## config.mk

```make
export PLATFORM = sky130hd
export DESIGN_NAME = utf8_to_c_wide_escape_unit
export DESIGN_NICKNAME = d
export VERILOG_FILES = /design/src/design/u8esc_pkg.sv /design/src/design/u8esc_front.sv /design/src/design/u8esc_fifo.sv /design/src/design/u8esc_back.sv /design/src/design/utf8_to_c_wide_escape_unit.sv
export VERILOG_INCLUDE_DIRS = /design/src /design/src/design
export SDC_FILE = /design/constraint.sdc
export NUM_CORES = 1
export LEC_CHECK = 0
export ABC_AREA = 1
export BUFFER_PORTS_ARGS = -buffer_cell sky130_fd_sc_hd__buf_4
export CAP_MARGIN = 20
export CORE_MARGIN = 2
export CORE_UTILIZATION = 55
export CTS_BUF_LIST = sky130_fd_sc_hd__clkbuf_8
export CTS_CLUSTER_DIAMETER = 30
export DETAILED_ROUTE_END_ITERATION = 8
export HOLD_SLACK_MARGIN = 0.12
export PLACE_DENSITY = 0.75
export SLEW_MARGIN = 20
export SYNTH_ARGS = -nofsm -noshare
export SYNTH_HDL_FRONTEND = slang
export SYNTH_SLANG_ARGS = --single-unit
```

## constraint.sdc

```tcl
create_clock -name aclk -period 7.95 [get_ports aclk]
set_clock_uncertainty 0.05 [all_clocks]
set_input_delay 0.795 -clock aclk [delete_from_list [all_inputs] [get_ports aclk]]
set_output_delay 0.795 -clock aclk [all_outputs]
set_load 0.05 [all_outputs]
```

## src/design/utf8_to_c_wide_escape_unit_defines.svh

```systemverilog
// Assertion helpers for the UTF-8 to C wide-string escape unit.
`ifndef UTF8_TO_C_WIDE_ESCAPE_UNIT_DEFINES_SVH
`define UTF8_TO_C_WIDE_ESCAPE_UNIT_DEFINES_SVH

// same-cycle implication, held off during reset
`define U8ESC_ASSERT_IMP(lbl, clk, rstn, ante, cons) \
    lbl: assert property (@(posedge clk) disable iff (!rstn) (ante) |-> (cons)) \
        else $error("u8esc: implication check failed");

// next-cycle implication, held off during reset
`define U8ESC_ASSERT_NXT(lbl, clk, rstn, ante, cons) \
    lbl: assert property (@(posedge clk) disable iff (!rstn) (ante) |=> (cons)) \
        else $error("u8esc: next-cycle check failed");

`endif

```

## src/design/u8esc_pkg.sv

```systemverilog
// ----------------------------------------------------------------------------
// u8esc_pkg
// Shared types, character codes and the hex digit helper for the escape unit.
// ----------------------------------------------------------------------------
`default_nettype none

package u8esc_pkg;

    typedef enum logic [1:0] {
        JOB_CHAR = 2'd0,  // one character as is
        JOB_ESC  = 2'd1,  // backslash + one character
        JOB_U16  = 2'd2,  // \uXXXX
        JOB_SURR = 2'd3   // \uXXXX\uXXXX
    } job_kind_t;

    typedef struct packed {
        job_kind_t   kind;
        logic [15:0] v0;   // char in [7:0] for CHAR/ESC, first unit otherwise
        logic [15:0] v1;   // low surrogate
        logic        fin;  // job comes from the final byte of the string
    } job_t;

    localparam logic [7:0] CH_BSLASH = 8'h5C;
    localparam logic [7:0] CH_QUOTE  = 8'h22;
    localparam logic [7:0] CH_LF     = 8'h0A;
    localparam logic [7:0] CH_CR     = 8'h0D;
    localparam logic [7:0] CH_TAB    = 8'h09;
    localparam logic [7:0] CH_N      = 8'h6E;
    localparam logic [7:0] CH_R      = 8'h72;
    localparam logic [7:0] CH_T      = 8'h74;
    localparam logic [7:0] CH_U      = 8'h75;

    localparam logic [3:0] LAST_CHAR = 4'd0;
    localparam logic [3:0] LAST_ESC  = 4'd1;
    localparam logic [3:0] LAST_U16  = 4'd5;
    localparam logic [3:0] LAST_SURR = 4'd11;

    localparam logic [20:0] SUPP_BASE = 21'h10000;
    localparam logic [15:0] HI_SURR   = 16'hD800;
    localparam logic [15:0] LO_SURR   = 16'hDC00;

    // upper-case hex digit
    function automatic logic [7:0] hex_char(input logic [3:0] n);
        if (n < 4'd10) begin
            hex_char = 8'h30 + {4'd0, n};
        end else begin
            hex_char = 8'h37 + {4'd0, n};
        end
    endfunction

endpackage

`default_nettype wire

```

## src/design/u8esc_front.sv

```systemverilog
// ----------------------------------------------------------------------------
// u8esc_front
// Accepts source bytes, tracks the UTF-8 sequence state and turns each byte
// into an output job (or nothing, for a lead or continuation byte of a sequence that is not yet complete).
// ----------------------------------------------------------------------------
`default_nettype none

module u8esc_front (
    input  wire logic          aclk,
    input  wire logic          aresetn,
    input  wire logic          cfg_we,
    input  wire logic          cfg_wdata,
    input  wire logic          accept,
    input  wire logic [7:0]    in_byte,
    input  wire logic          in_fin,
    output logic               push,
    output u8esc_pkg::job_t    job,
    output logic               pending
);

    logic        mode_reg;
    logic [20:0] acc_reg, acc_next;
    logic [1:0]  rem_reg, rem_next;

    logic [20:0] acc_cont;
    logic [1:0]  rem_dec;
    logic [20:0] start;
    logic [1:0]  more;
    logic        emit;
    logic        cp_emit;
    logic [20:0] cp;
    logic [20:0] supp;

    always_comb begin
        acc_cont = {acc_reg[14:0], in_byte[5:0]};
        rem_dec  = rem_reg - 2'd1;

        if (in_byte[7:5] == 3'b110) begin
            start = {16'd0, in_byte[4:0]};
            more  = 2'd1;
        end else if (in_byte[7:4] == 4'b1110) begin
            start = {17'd0, in_byte[3:0]};
            more  = 2'd2;
        end else if (in_byte[7:3] == 5'b11110) begin
            start = {18'd0, in_byte[2:0]};
            more  = 2'd3;
        end else begin
            start = {13'd0, in_byte};
            more  = 2'd0;
        end
    end

    always_comb begin
        acc_next = acc_reg;
        rem_next = rem_reg;
        emit     = 1'b1;
        cp_emit  = 1'b0;
        cp       = start;
        job.kind = u8esc_pkg::JOB_CHAR;
        job.v0   = {8'd0, in_byte};
        job.v1   = '0;
        job.fin  = in_fin;

        if (rem_reg != 2'd0) begin
            cp = acc_cont;
            if (rem_dec == 2'd0 || in_fin) begin
                cp_emit  = 1'b1;
                acc_next = '0;
                rem_next = 2'd0;
            end else begin
                emit     = 1'b0;
                acc_next = acc_cont;
                rem_next = rem_dec;
            end
        end else if (in_byte == u8esc_pkg::CH_QUOTE || in_byte == u8esc_pkg::CH_BSLASH) begin
            job.kind = u8esc_pkg::JOB_ESC;
        end else if (in_byte == u8esc_pkg::CH_LF) begin
            job.kind = u8esc_pkg::JOB_ESC;
            job.v0   = {8'd0, u8esc_pkg::CH_N};
        end else if (in_byte == u8esc_pkg::CH_CR) begin
            job.kind = u8esc_pkg::JOB_ESC;
            job.v0   = {8'd0, u8esc_pkg::CH_R};
        end else if (in_byte == u8esc_pkg::CH_TAB) begin
            job.kind = u8esc_pkg::JOB_ESC;
            job.v0   = {8'd0, u8esc_pkg::CH_T};
        end else if (!in_byte[7] || !mode_reg) begin
            job.kind = u8esc_pkg::JOB_CHAR;
        end else if (more == 2'd0 || in_fin) begin
            // stray byte, or a lead byte that ends the string
            cp_emit  = 1'b1;
            acc_next = '0;
            rem_next = 2'd0;
        end else begin
            emit     = 1'b0;
            acc_next = start;
            rem_next = more;
        end

        supp = cp - u8esc_pkg::SUPP_BASE;

        if (cp_emit) begin
            if (cp[20:16] == 5'd0) begin
                job.kind = u8esc_pkg::JOB_U16;
                job.v0   = cp[15:0];
            end else begin
                job.kind = u8esc_pkg::JOB_SURR;
                job.v0   = u8esc_pkg::HI_SURR + {5'd0, supp[20:10]};
                job.v1   = u8esc_pkg::LO_SURR + {6'd0, supp[9:0]};
            end
        end
    end

    assign push    = accept && emit;
    assign pending = (rem_reg != 2'd0);

    always_ff @(posedge aclk) begin
        if (!aresetn) begin
            mode_reg <= 1'b1;
            acc_reg  <= '0;
            rem_reg  <= 2'd0;
        end else begin
            if (cfg_we) begin
                mode_reg <= cfg_wdata;
            end
            if (accept) begin
                acc_reg <= acc_next;
                rem_reg <= rem_next;
            end
        end
    end

endmodule

`default_nettype wire

```

## src/design/u8esc_fifo.sv

```systemverilog
// ----------------------------------------------------------------------------
// u8esc_fifo
// Short job queue between the byte classifier and the character emitter.
// ----------------------------------------------------------------------------
`default_nettype none

module u8esc_fifo #(
    parameter int DEPTH = 2
) (
    input  wire logic            aclk,
    input  wire logic            aresetn,
    input  wire logic            push,
    input  wire u8esc_pkg::job_t push_job,
    input  wire logic            pop,
    output u8esc_pkg::job_t      head_job,
    output logic                 full,
    output logic                 empty
);

    localparam int PW = (DEPTH > 1) ? $clog2(DEPTH) : 1;
    localparam int CW = $clog2(DEPTH + 1);
    localparam logic [PW-1:0] PTR_LAST = PW'(DEPTH - 1);
    localparam logic [CW-1:0] CNT_FULL = CW'(DEPTH);

    u8esc_pkg::job_t mem [DEPTH];

    logic [PW-1:0] wr_ptr_reg, rd_ptr_reg;
    logic [CW-1:0] count_reg;

    assign full     = (count_reg == CNT_FULL);
    assign empty    = (count_reg == '0);
    assign head_job = mem[rd_ptr_reg];

    always_ff @(posedge aclk) begin
        if (push) begin
            mem[wr_ptr_reg] <= push_job;
        end
    end

    always_ff @(posedge aclk) begin
        if (!aresetn) begin
            wr_ptr_reg <= '0;
            rd_ptr_reg <= '0;
            count_reg  <= '0;
        end else begin
            if (push) begin
                wr_ptr_reg <= (wr_ptr_reg == PTR_LAST) ? '0 : wr_ptr_reg + PW'(1);
            end
            if (pop) begin
                rd_ptr_reg <= (rd_ptr_reg == PTR_LAST) ? '0 : rd_ptr_reg + PW'(1);
            end
            if (push && !pop) begin
                count_reg <= count_reg + CW'(1);
            end else if (pop && !push) begin
                count_reg <= count_reg - CW'(1);
            end
        end
    end

endmodule

`default_nettype wire

```

## src/design/u8esc_back.sv

```systemverilog
// ----------------------------------------------------------------------------
// u8esc_back
// Walks the job at the queue head one character per cycle, while m_tready
// does not stall it, into a registered output stage.
// ----------------------------------------------------------------------------
`default_nettype none

module u8esc_back (
    input  wire logic            aclk,
    input  wire logic            aresetn,
    input  wire u8esc_pkg::job_t head_job,
    input  wire logic            empty,
    output logic                 pop,
    output logic                 m_tvalid,
    input  wire logic            m_tready,
    output logic [7:0]           m_tdata,
    output logic                 m_tlast,
    output logic                 m_tuser
);

    logic [3:0]  idx_reg;
    logic        valid_reg;
    logic [7:0]  char_reg;
    logic        last_reg;
    logic        done_reg;

    logic        load;
    logic [3:0]  last_idx;
    logic        at_last;
    logic [2:0]  sub;
    logic [15:0] unit;
    logic [7:0]  ch;

    always_comb begin
        load = (!valid_reg || m_tready) && !empty;

        case (head_job.kind)
            u8esc_pkg::JOB_CHAR: last_idx = u8esc_pkg::LAST_CHAR;
            u8esc_pkg::JOB_ESC:  last_idx = u8esc_pkg::LAST_ESC;
            u8esc_pkg::JOB_U16:  last_idx = u8esc_pkg::LAST_U16;
            u8esc_pkg::JOB_SURR: last_idx = u8esc_pkg::LAST_SURR;
            default:             last_idx = u8esc_pkg::LAST_CHAR;
        endcase
        at_last = (idx_reg == last_idx);
        pop     = load && at_last;

        // second half of a surrogate pair starts at character six
        if (idx_reg >= 4'd6) begin
            sub  = 3'(idx_reg - 4'd6);
            unit = head_job.v1;
        end else begin
            sub  = idx_reg[2:0];
            unit = head_job.v0;
        end

        case (head_job.kind)
            u8esc_pkg::JOB_CHAR: ch = head_job.v0[7:0];
            u8esc_pkg::JOB_ESC:  ch = (idx_reg == 4'd0) ? u8esc_pkg::CH_BSLASH
                                                         : head_job.v0[7:0];
            default: begin
                case (sub)
                    3'd0:    ch = u8esc_pkg::CH_BSLASH;
                    3'd1:    ch = u8esc_pkg::CH_U;
                    3'd2:    ch = u8esc_pkg::hex_char(unit[15:12]);
                    3'd3:    ch = u8esc_pkg::hex_char(unit[11:8]);
                    3'd4:    ch = u8esc_pkg::hex_char(unit[7:4]);
                    default: ch = u8esc_pkg::hex_char(unit[3:0]);
                endcase
            end
        endcase
    end

    always_ff @(posedge aclk) begin
        if (!aresetn) begin
            idx_reg   <= '0;
            valid_reg <= 1'b0;
        end else begin
            if (load) begin
                valid_reg <= 1'b1;
                idx_reg   <= at_last ? 4'd0 : idx_reg + 4'd1;
            end else if (m_tready) begin
                valid_reg <= 1'b0;
            end
        end
    end

    always_ff @(posedge aclk) begin
        if (load) begin
            char_reg <= ch;
            last_reg <= at_last;
            done_reg <= at_last && head_job.fin;
        end
    end

    assign m_tvalid = valid_reg;
    assign m_tdata  = char_reg;
    assign m_tlast  = last_reg;
    assign m_tuser  = done_reg;

endmodule

`default_nettype wire

```

## src/design/utf8_to_c_wide_escape_unit.sv

```systemverilog
// ----------------------------------------------------------------------------
// utf8_to_c_wide_escape_unit
// Streams a byte string into the body text of a C wide string literal.
// ----------------------------------------------------------------------------
// One source byte is taken per s_ transfer and gives 0 to 12 characters on the
// m_ side, one per cycle while m_tready is high: one for a plain character,
// two for a two-character escape, six for \uXXXX and twelve for a surrogate
// pair. The emitter sets the sustained rate, and a FIFO_DEPTH job queue lets
// input bytes keep flowing while a long escape drains or the output is
// stalled. Continuation bytes inside a UTF-8 sequence give no output until
// the sequence completes or the string ends. m_tlast marks the last character
// caused by one input byte and m_tuser the last character of the string.
// cfg_we/cfg_wdata set UTF-8 decoding (1, reset) or raw pass-through of high
// bytes (0); write it only while the unit is idle.
`default_nettype none
`include "utf8_to_c_wide_escape_unit_defines.svh"

module utf8_to_c_wide_escape_unit #(
    parameter int FIFO_DEPTH = 2
) (
    input  wire logic        aclk,
    input  wire logic        aresetn,
    input  wire logic        cfg_we,
    input  wire logic        cfg_wdata,   // utf8_mode
    input  wire logic        s_tvalid,
    output logic             s_tready,
    input  wire logic [7:0]  s_tdata,     // [7:0] byte_in
    input  wire logic        s_tlast,     // final_byte
    output logic             m_tvalid,
    input  wire logic        m_tready,
    output logic [7:0]       m_tdata,     // [7:0] char_out
    output logic             m_tlast,     // last_of_run
    output logic             m_tuser      // [0] string_done
);

    logic            accept;
    logic            push;
    logic            pop;
    logic            full;
    logic            empty;
    logic            pending;
    u8esc_pkg::job_t push_job;
    u8esc_pkg::job_t head_job;

    assign s_tready = !full;
    assign accept   = s_tvalid && s_tready;

    u8esc_front u_front (
        .aclk      (aclk),
        .aresetn   (aresetn),
        .cfg_we    (cfg_we),
        .cfg_wdata (cfg_wdata),
        .accept    (accept),
        .in_byte   (s_tdata),
        .in_fin    (s_tlast),
        .push      (push),
        .job       (push_job),
        .pending   (pending)
    );

    u8esc_fifo #(
        .DEPTH (FIFO_DEPTH)
    ) u_fifo (
        .aclk     (aclk),
        .aresetn  (aresetn),
        .push     (push),
        .push_job (push_job),
        .pop      (pop),
        .head_job (head_job),
        .full     (full),
        .empty    (empty)
    );

    u8esc_back u_back (
        .aclk     (aclk),
        .aresetn  (aresetn),
        .head_job (head_job),
        .empty    (empty),
        .pop      (pop),
        .m_tvalid (m_tvalid),
        .m_tready (m_tready),
        .m_tdata  (m_tdata),
        .m_tlast  (m_tlast),
        .m_tuser  (m_tuser)
    );

    // end of string always closes a run
    `U8ESC_ASSERT_IMP(a_done_is_last, aclk, aresetn, m_tvalid && m_tuser, m_tlast)
    // a final byte leaves no UTF-8 sequence open
    `U8ESC_ASSERT_NXT(a_final_clears, aclk, aresetn, accept && s_tlast, !pending)
    // a final byte always queues a job
    `U8ESC_ASSERT_IMP(a_final_pushes, aclk, aresetn, accept && s_tlast, push)
    // the emitter only retires a job that is present
    `U8ESC_ASSERT_IMP(a_pop_nonempty, aclk, aresetn, pop, !empty)

endmodule

`default_nettype wire
```

=== Yosys cells after proc, flatten, opt, wreduce, memory -nomap -nowiden ===
Memories as Yosys holds them, arrays and structs flattened. A register that Yosys moved wholly into a read port is not among the register bits.
Index checks and enable logic that the tools add are counted.
Widths: inputs -> output; s select.

* $mul: 0
* Add/subtract/negate cells: 18
* Shifts and indexed selects: 0
* Bitwise gates (word level): 0
* Order comparisons: 5
* Reductions and logical operators: 30
* Mux-type cells: 68
* Eq/ne operators: 22
* Div/mod/pow operators: 0

{| class="wikitable"
|+ Operators by type and width
! operator !! number
|-
| $mux 15 || 8
|-
| $mux 21 || 3
|-
| $add 6x4->7 const A || 8
|-
| $mux 8 || 7
|-
| $mux 18 || 3
|-
| $mux 16 || 3
|-
| $pmux 8 s5 || 1
|-
| $mux 34 || 1
|-
| $mux 2 || 14
|-
| $eq 8x4->1 const B || 3
|-
| $mux 1 || 23
|-
| $sub 21x17->21 const B || 1
|-
| $mux 17 || 1
|-
| $add 15x11->16 const A || 1
|-
| $add 15x12->16 const A || 1
|-
| $lt 4x4->1 const B || 4
|-
| $pmux 4 s4 || 1
|-
| $pmux 8 s2 || 1
|-
| $ne 2x2->1 const B || 5
|-
| $eq 8x6->1 const B || 1
|-
| $eq 8x7->1 const B || 1
|-
| $logic_not 2->1 || 4
|-
| $logic_and 1x1->1 || 7
|-
| $logic_not 1->1 || 7
|-
| 22 further kinds || 34
|}

* Latch bits: 0
* Bits in writable memories: 70
* Logic and storage cells: 155
* Bits in registers: 37
* Memories kept: 1
* Output and inout port bits: 12
* ROM bits: 0

{| class="wikitable"
|+ Memories
! name !! depth !! bits a word !! rd ports !! clocked after memory_dff !! write ports !! RTL line !! RTL
|-
| u_fifo.mem || 2 || 35 || 1 || 1 || 1 || u8esc_fifo.sv:25 || <nowiki>u8esc_pkg::job_t mem [DEPTH];</nowiki>
|}

=== Logic depth before layout (Yosys ltp) ===
* Depth after elaboration: 18
* Mapped depth: 19
* Gate-level depth less buffers: 18

=== By module ===
From an unflattened synthesis, not the netlist that was laid out.

* Cell total of the unflattened synthesis: 729
* Area, all modules: 6452.4 µm²

{| class="wikitable"
|+ Modules (own cells, without submodules)
! module !! times used !! cells each !! area each (µm²) !! seq. area each (µm²)
|-
| u8esc_fifo || 1 || 144 || 2907.8 || 2202.1
|-
| u8esc_front || 1 || 313 || 1825.5 || 360.3
|-
| u8esc_back || 1 || 269 || 1705.4 || 400.4
|-
| utf8_to_c_wide_escape_unit || 1 || 3 || 13.8 || 0.0
|}

=== Least setup slack after synthesis ===
Ideal clock, no wire load.

* Path type: input port to flip-flop
* Start point: input port s_tdata[4]
* End point: memory u_fifo.mem[0][0] (netlist name), enable pin
* Stages on the path: 9
* Path slack: 4.659 ns
* Library setup time: 0.417 ns
* Data arrival time: 2.824 ns
* Data required time: 7.483 ns
* Cells stage by stage: clkbuf_2 > nor2_1 > nand3_1 > nand3_1 > nand2_1 > nand2_1 > nand3_1 > nand2_1 > nor2_1

* Longest elaborated chain between the ends: 16
* Elaborated cells between the ends (all ways): 23
* Those cells by class: eq/ne: 7; mux: 12; reduce/logical: 4

{| class="wikitable"
|+ Ends and longest elaborated chain
! item !! RTL line !! RTL
|-
| from (decl) || utf8_to_c_wide_escape_unit.sv:27 || <nowiki>input wire logic [7:0] s_tdata,</nowiki>
|-
| $eq 5x5->1 || u8esc_front.sv:44 || <nowiki>end else if (in_byte[7:3] == 5'b11110) begin</nowiki>
|-
| $mux 2 || u8esc_front.sv:44 ||
|-
| $mux 2 || u8esc_front.sv:41 || <nowiki>end else if (in_byte[7:4] == 4'b1110) begin</nowiki>
|-
| $mux 2 || u8esc_front.sv:38 || <nowiki>if (in_byte[7:5] == 3'b110) begin</nowiki>
|-
| $logic_not 2->1 || u8esc_front.sv:88 || <nowiki>end else if (more == 2'd0 || in_fin) begin</nowiki>
|-
| $logic_or 1x1->1 || u8esc_front.sv:88 ||
|-
| $mux 1 || u8esc_front.sv:88 ||
|-
| $mux 1 || u8esc_front.sv:86 || <nowiki>end else if (!in_byte[7] || !mode_reg) begin</nowiki>
|-
| $mux 1 || u8esc_front.sv:83 || <nowiki>end else if (in_byte == u8esc_pkg::CH_TAB) begin</nowiki>
|-
| $mux 1 || u8esc_front.sv:80 || <nowiki>end else if (in_byte == u8esc_pkg::CH_CR) begin</nowiki>
|-
| $mux 1 || u8esc_front.sv:77 || <nowiki>end else if (in_byte == u8esc_pkg::CH_LF) begin</nowiki>
|-
| $mux 1 (*) || u8esc_front.sv:75 || <nowiki>end else if (in_byte == u8esc_pkg::CH_QUOTE || in_byte == u8esc_pkg::CH_BSLASH) begin</nowiki>
|-
| $mux 1 (*) || u8esc_front.sv:64 || <nowiki>if (rem_reg != 2'd0) begin</nowiki>
|-
| $logic_and 1x1->1 (*) || u8esc_front.sv:113 || <nowiki>assign push = accept && emit;</nowiki>
|-
| $mux 1 (*) || u8esc_fifo.sv:35 || <nowiki>if (push) begin</nowiki>
|-
| $mux 1 (implied by the code) (*) || u8esc_fifo.sv:36 || <nowiki>mem[wr_ptr_reg] <= push_job;</nowiki>
|-
| to (decl) || u8esc_fifo.sv:25 ||
|}

Every way passes the cells marked *; elsewhere a longest branch is shown, timed or not.

==> results.ini <==
[outcome]
status = finished clean

[sta]
fin_crit_ns = 3.07
fin_tns_setup_ns = 0
drv_slew = 0
finalSetupViolations = 0
worstMarginPinSlew_ns = 0.674
grt_setup_unrepaired = no
period_share = 0.386
hold_slack_ns = 0.422
finalHoldViolCount = 0
fmax_mhz = 325
max_slew_margin = 0.549

[die]
std_cell_rows = 36
core_area_um2 = 9680
dieArea_um2 = 10700
die_h_um = 104
dieWidth_um = 104
initial_core_util = 0.564
io_pins = 27

[logic_synthesis]
netlist_instances = 690
synth-simple-area-share = 0.295
synth_fa_ha_area_frac = 0.0275
synthDistinctLibCells = 40
synth_area_um2 = 5460
syn_area_per_cell_um2 = 7.91
synth.area.mux_share = 0.00367
ys_ff_latch = 98
ys_warn_count = 0
synth_top_family_by_area = simple AND/OR/NAND/NOR gates
synth-seq-area-share = 0.488
synth_compound_area_frac = 0.101
syn_nets = 717
synthXorXnorAreaFrac = 0.00802

[placed_design]
io_buffers = 26
gp_congestion = 0.945
dp_cells = 834
postPlaceCellArea_um2 = 5750
place_hpwl_um = 9260

[clock_tree]
clock-root-buffer = clkbuf_8
clkSlewWorstSetupHoldPaths_ns = 0.09
hold_buffers = 0
ctsResizeCount = 0
cts_made_buffers = 9
clk-insertion-delay-late_ns = 0.36
clockBufferDepth = 2
cts_tree = done
cts_sinks = 98
cts_max_level = 3
post_cts_buffers = 0

[drt]
drc = 0
dr.pass1.iters = 5
drt-total-wl_um = 12400
vias_per_cell = 5.38
final_antenna_net_count = 0
vias = 4571
drt-initial-drc-count = 325
post_drt_wl_per_cell_um = 14.5

[finish]
seqCellArea_um2 = 2660
finalNonFillerCells = 850
final_common_cell = nand2_1
fill_cells = 848
largest_reg_flops = 60
nNetsFinal = 739
final_cell_mix = nand2_1 (217), inv_1 (80), edfxtp_1 (70), nand3_1 (56), nor2_1 (55)
diodes = 0
layout-drive-gt1-share = 0.116
multi_input_area_um2 = 2380
final_area_um2 = 5960
area_growth_syn_to_layout_pct = 9.21

[power]
p_leak_nw = 2.68
sw_frac_of_total = 0.435
p_int_w = 0.00115
comb_power_share = 0.464
share_seq_of_total_power = 0.367
clkPwrFrac = 0.170
max-vdd-ir-drop_v = 0.000272
switchingPower_w = 0.000887
pwr_density_cell_nw_per_um2 = 342

[critical_path]
reg2reg_from = u_front.rem_reg[0]$_SDFFE_PN0P_
crit_family = simple AND/OR/NAND/NOR gates
path_buf_inv = 3
critical_path_class = flop to flop
crit_path_max_fanout = 23
cp-start-kind = flop
crit_arrival_ns = 3.10
crit_required_ns = 7.98
r2r-end = u_fifo.mem[0][26]$_DFFE_PP_
cpMostUsedCell = inv_1
regToRegSetupSlack_ns = 4.88
crit_chain = inv_1 > ha_1 > inv_1 > nand2_1 > ha_1 > nand3_1 > a21oi_2 > inv_1 > nand2_1 > o22ai_1
cp-end-kind = flop
crit_slowest_cell = ha_1
slowest_delay_ns = 0.40
r2r_cells = 10

[worst_hold_path]
min_delay_path_depth = 2
min-delay-start = u_front.acc_reg[2]$_SDFFE_PN0P_
hold_class = flop to flop
whs_endpoint = u_front.acc_reg[2]$_SDFFE_PN0P_

[grt]
antenna_found_initial = 0
grt_usage = 0.239
gr-usage-met1 = 0.310
grt.met2_usage = 0.399
use_met3 = 0.0403
grt_pass1_wl_um = 20600
grt_max_degree = 41
grt-ovfl-total = 0
grt_pass1_vias = 4320
grt_busiest_layer = met2

[job]
drv_cap = 0

tightest hold or removal path, delay by kind of cell (launching register included):
family | cells | cell delay (ns)
DFF | 1 | 0.32
and+or+nand+nor | 1 | 0.06
AOI/OAI and AO/OA | 1 | 0.05
routing by layer:
| layer | share of wire | vias to the layer above |
|---|---|---|
| met5 | 0 | - |
| met4 | 0.031 | 0 |
| met3 | 0.054 | 25 |
| met2 | 0.48 | 156 |
| met1 | 0.44 | 2083 |
| li1 | - | 2307 |
cells by family after synthesis:
logic type	after synthesis
and+or+nand+nor	374
buffers and inverters	102
DFF	98
AOI/OAI and AO/OA	97
adders and majority gates	12
xor gates and xnor gates	5
muxes	2
worst max path at each step:
stage | startpoint | endpoint | slack (ns) | cells past startpoint
final | u_front.rem_reg[0]$_SDFFE_PN0P_ | u_fifo.mem[0][26]$_DFFE_PP_ | 4.88 | 10
after global placement | s_tdata[5] | u_fifo.count_reg[1]$_SDFFE_PN0P_ | 4.94 | 15
after detailed placement | u_front.rem_reg[0]$_SDFFE_PN0P_ | u_fifo.mem[0][20]$_DFFE_PP_ | 4.89 | 10
after global routing | u_front.rem_reg[1]$_SDFFE_PN0P_ | u_fifo.mem[0][17]$_DFFE_PP_ | 4.46 | 11
after CTS | u_front.rem_reg[0]$_SDFFE_PN0P_ | u_fifo.mem[1][33]$_DFFE_PP_ | 4.89 | 10
after floorplan | s_tdata[4] | u_fifo.mem[0][0]$_DFFE_PP_ | 4.66 | 9
metrics by stage:
stage               total power, W   util  setup WS, ns
finish                     0.00204  0.616          4.88
CTS                        0.00204  0.616          4.89
floorplan                  0.00147      -          4.66
global placement           0.00167  0.593          4.94
detailed placement         0.00170  0.593          4.89
global route               0.00219  0.616          4.46
area by class of cell:
cell class,count,area share
Multi-Input combinational cell,490,0.399
Inverter,83,0.0523
Clock buffer,9,0.0208
Timing Repair Buffer,30,0.0378
Sequential cell,98,0.447
Tap cell,133,0.0279
Clock inverter,7,0.0155
power by group through the flow:
stage                     sequential (W)  clock, W  combinational, W
after floorplan                 0.000853         0          0.000614
after global placement          0.000755         0          0.000912
after detailed placement        0.000760         0          0.000937
after CTS                       0.000749  0.000353          0.000941
after global routing            0.000760  0.000373           0.00106
final                           0.000748  0.000346          0.000946
Yosys cell counts (all sizes together):
cell | number | area, um2
a211oi | 1 | 7.51
a21oi | 38 | 201
a31oi | 2 | 12.5
and3 | 1 | 6.26
buf | 11 | 78.8
clkbuf | 8 | 31.3
clkinv | 1 | 3.75
dfxtp | 28 | 561
edfxtp | 70 | 2100
ha | 12 | 150
inv | 82 | 308
mux2i | 2 | 20.0
nand2 | 234 | 941
nand3 | 56 | 280
nand4 | 13 | 81.3
nor2 | 62 | 250
nor3 | 4 | 25.0
o211ai | 6 | 45.0
o21ai | 42 | 229
o21bai | 1 | 7.51
o22ai | 4 | 25.0
o2bb2ai | 1 | 8.76
o31ai | 2 | 15.0
or2 | 4 | 25.0
xnor2 | 1 | 8.76
xor2 | 4 | 35.0
(Power assumes the default switching activity.)
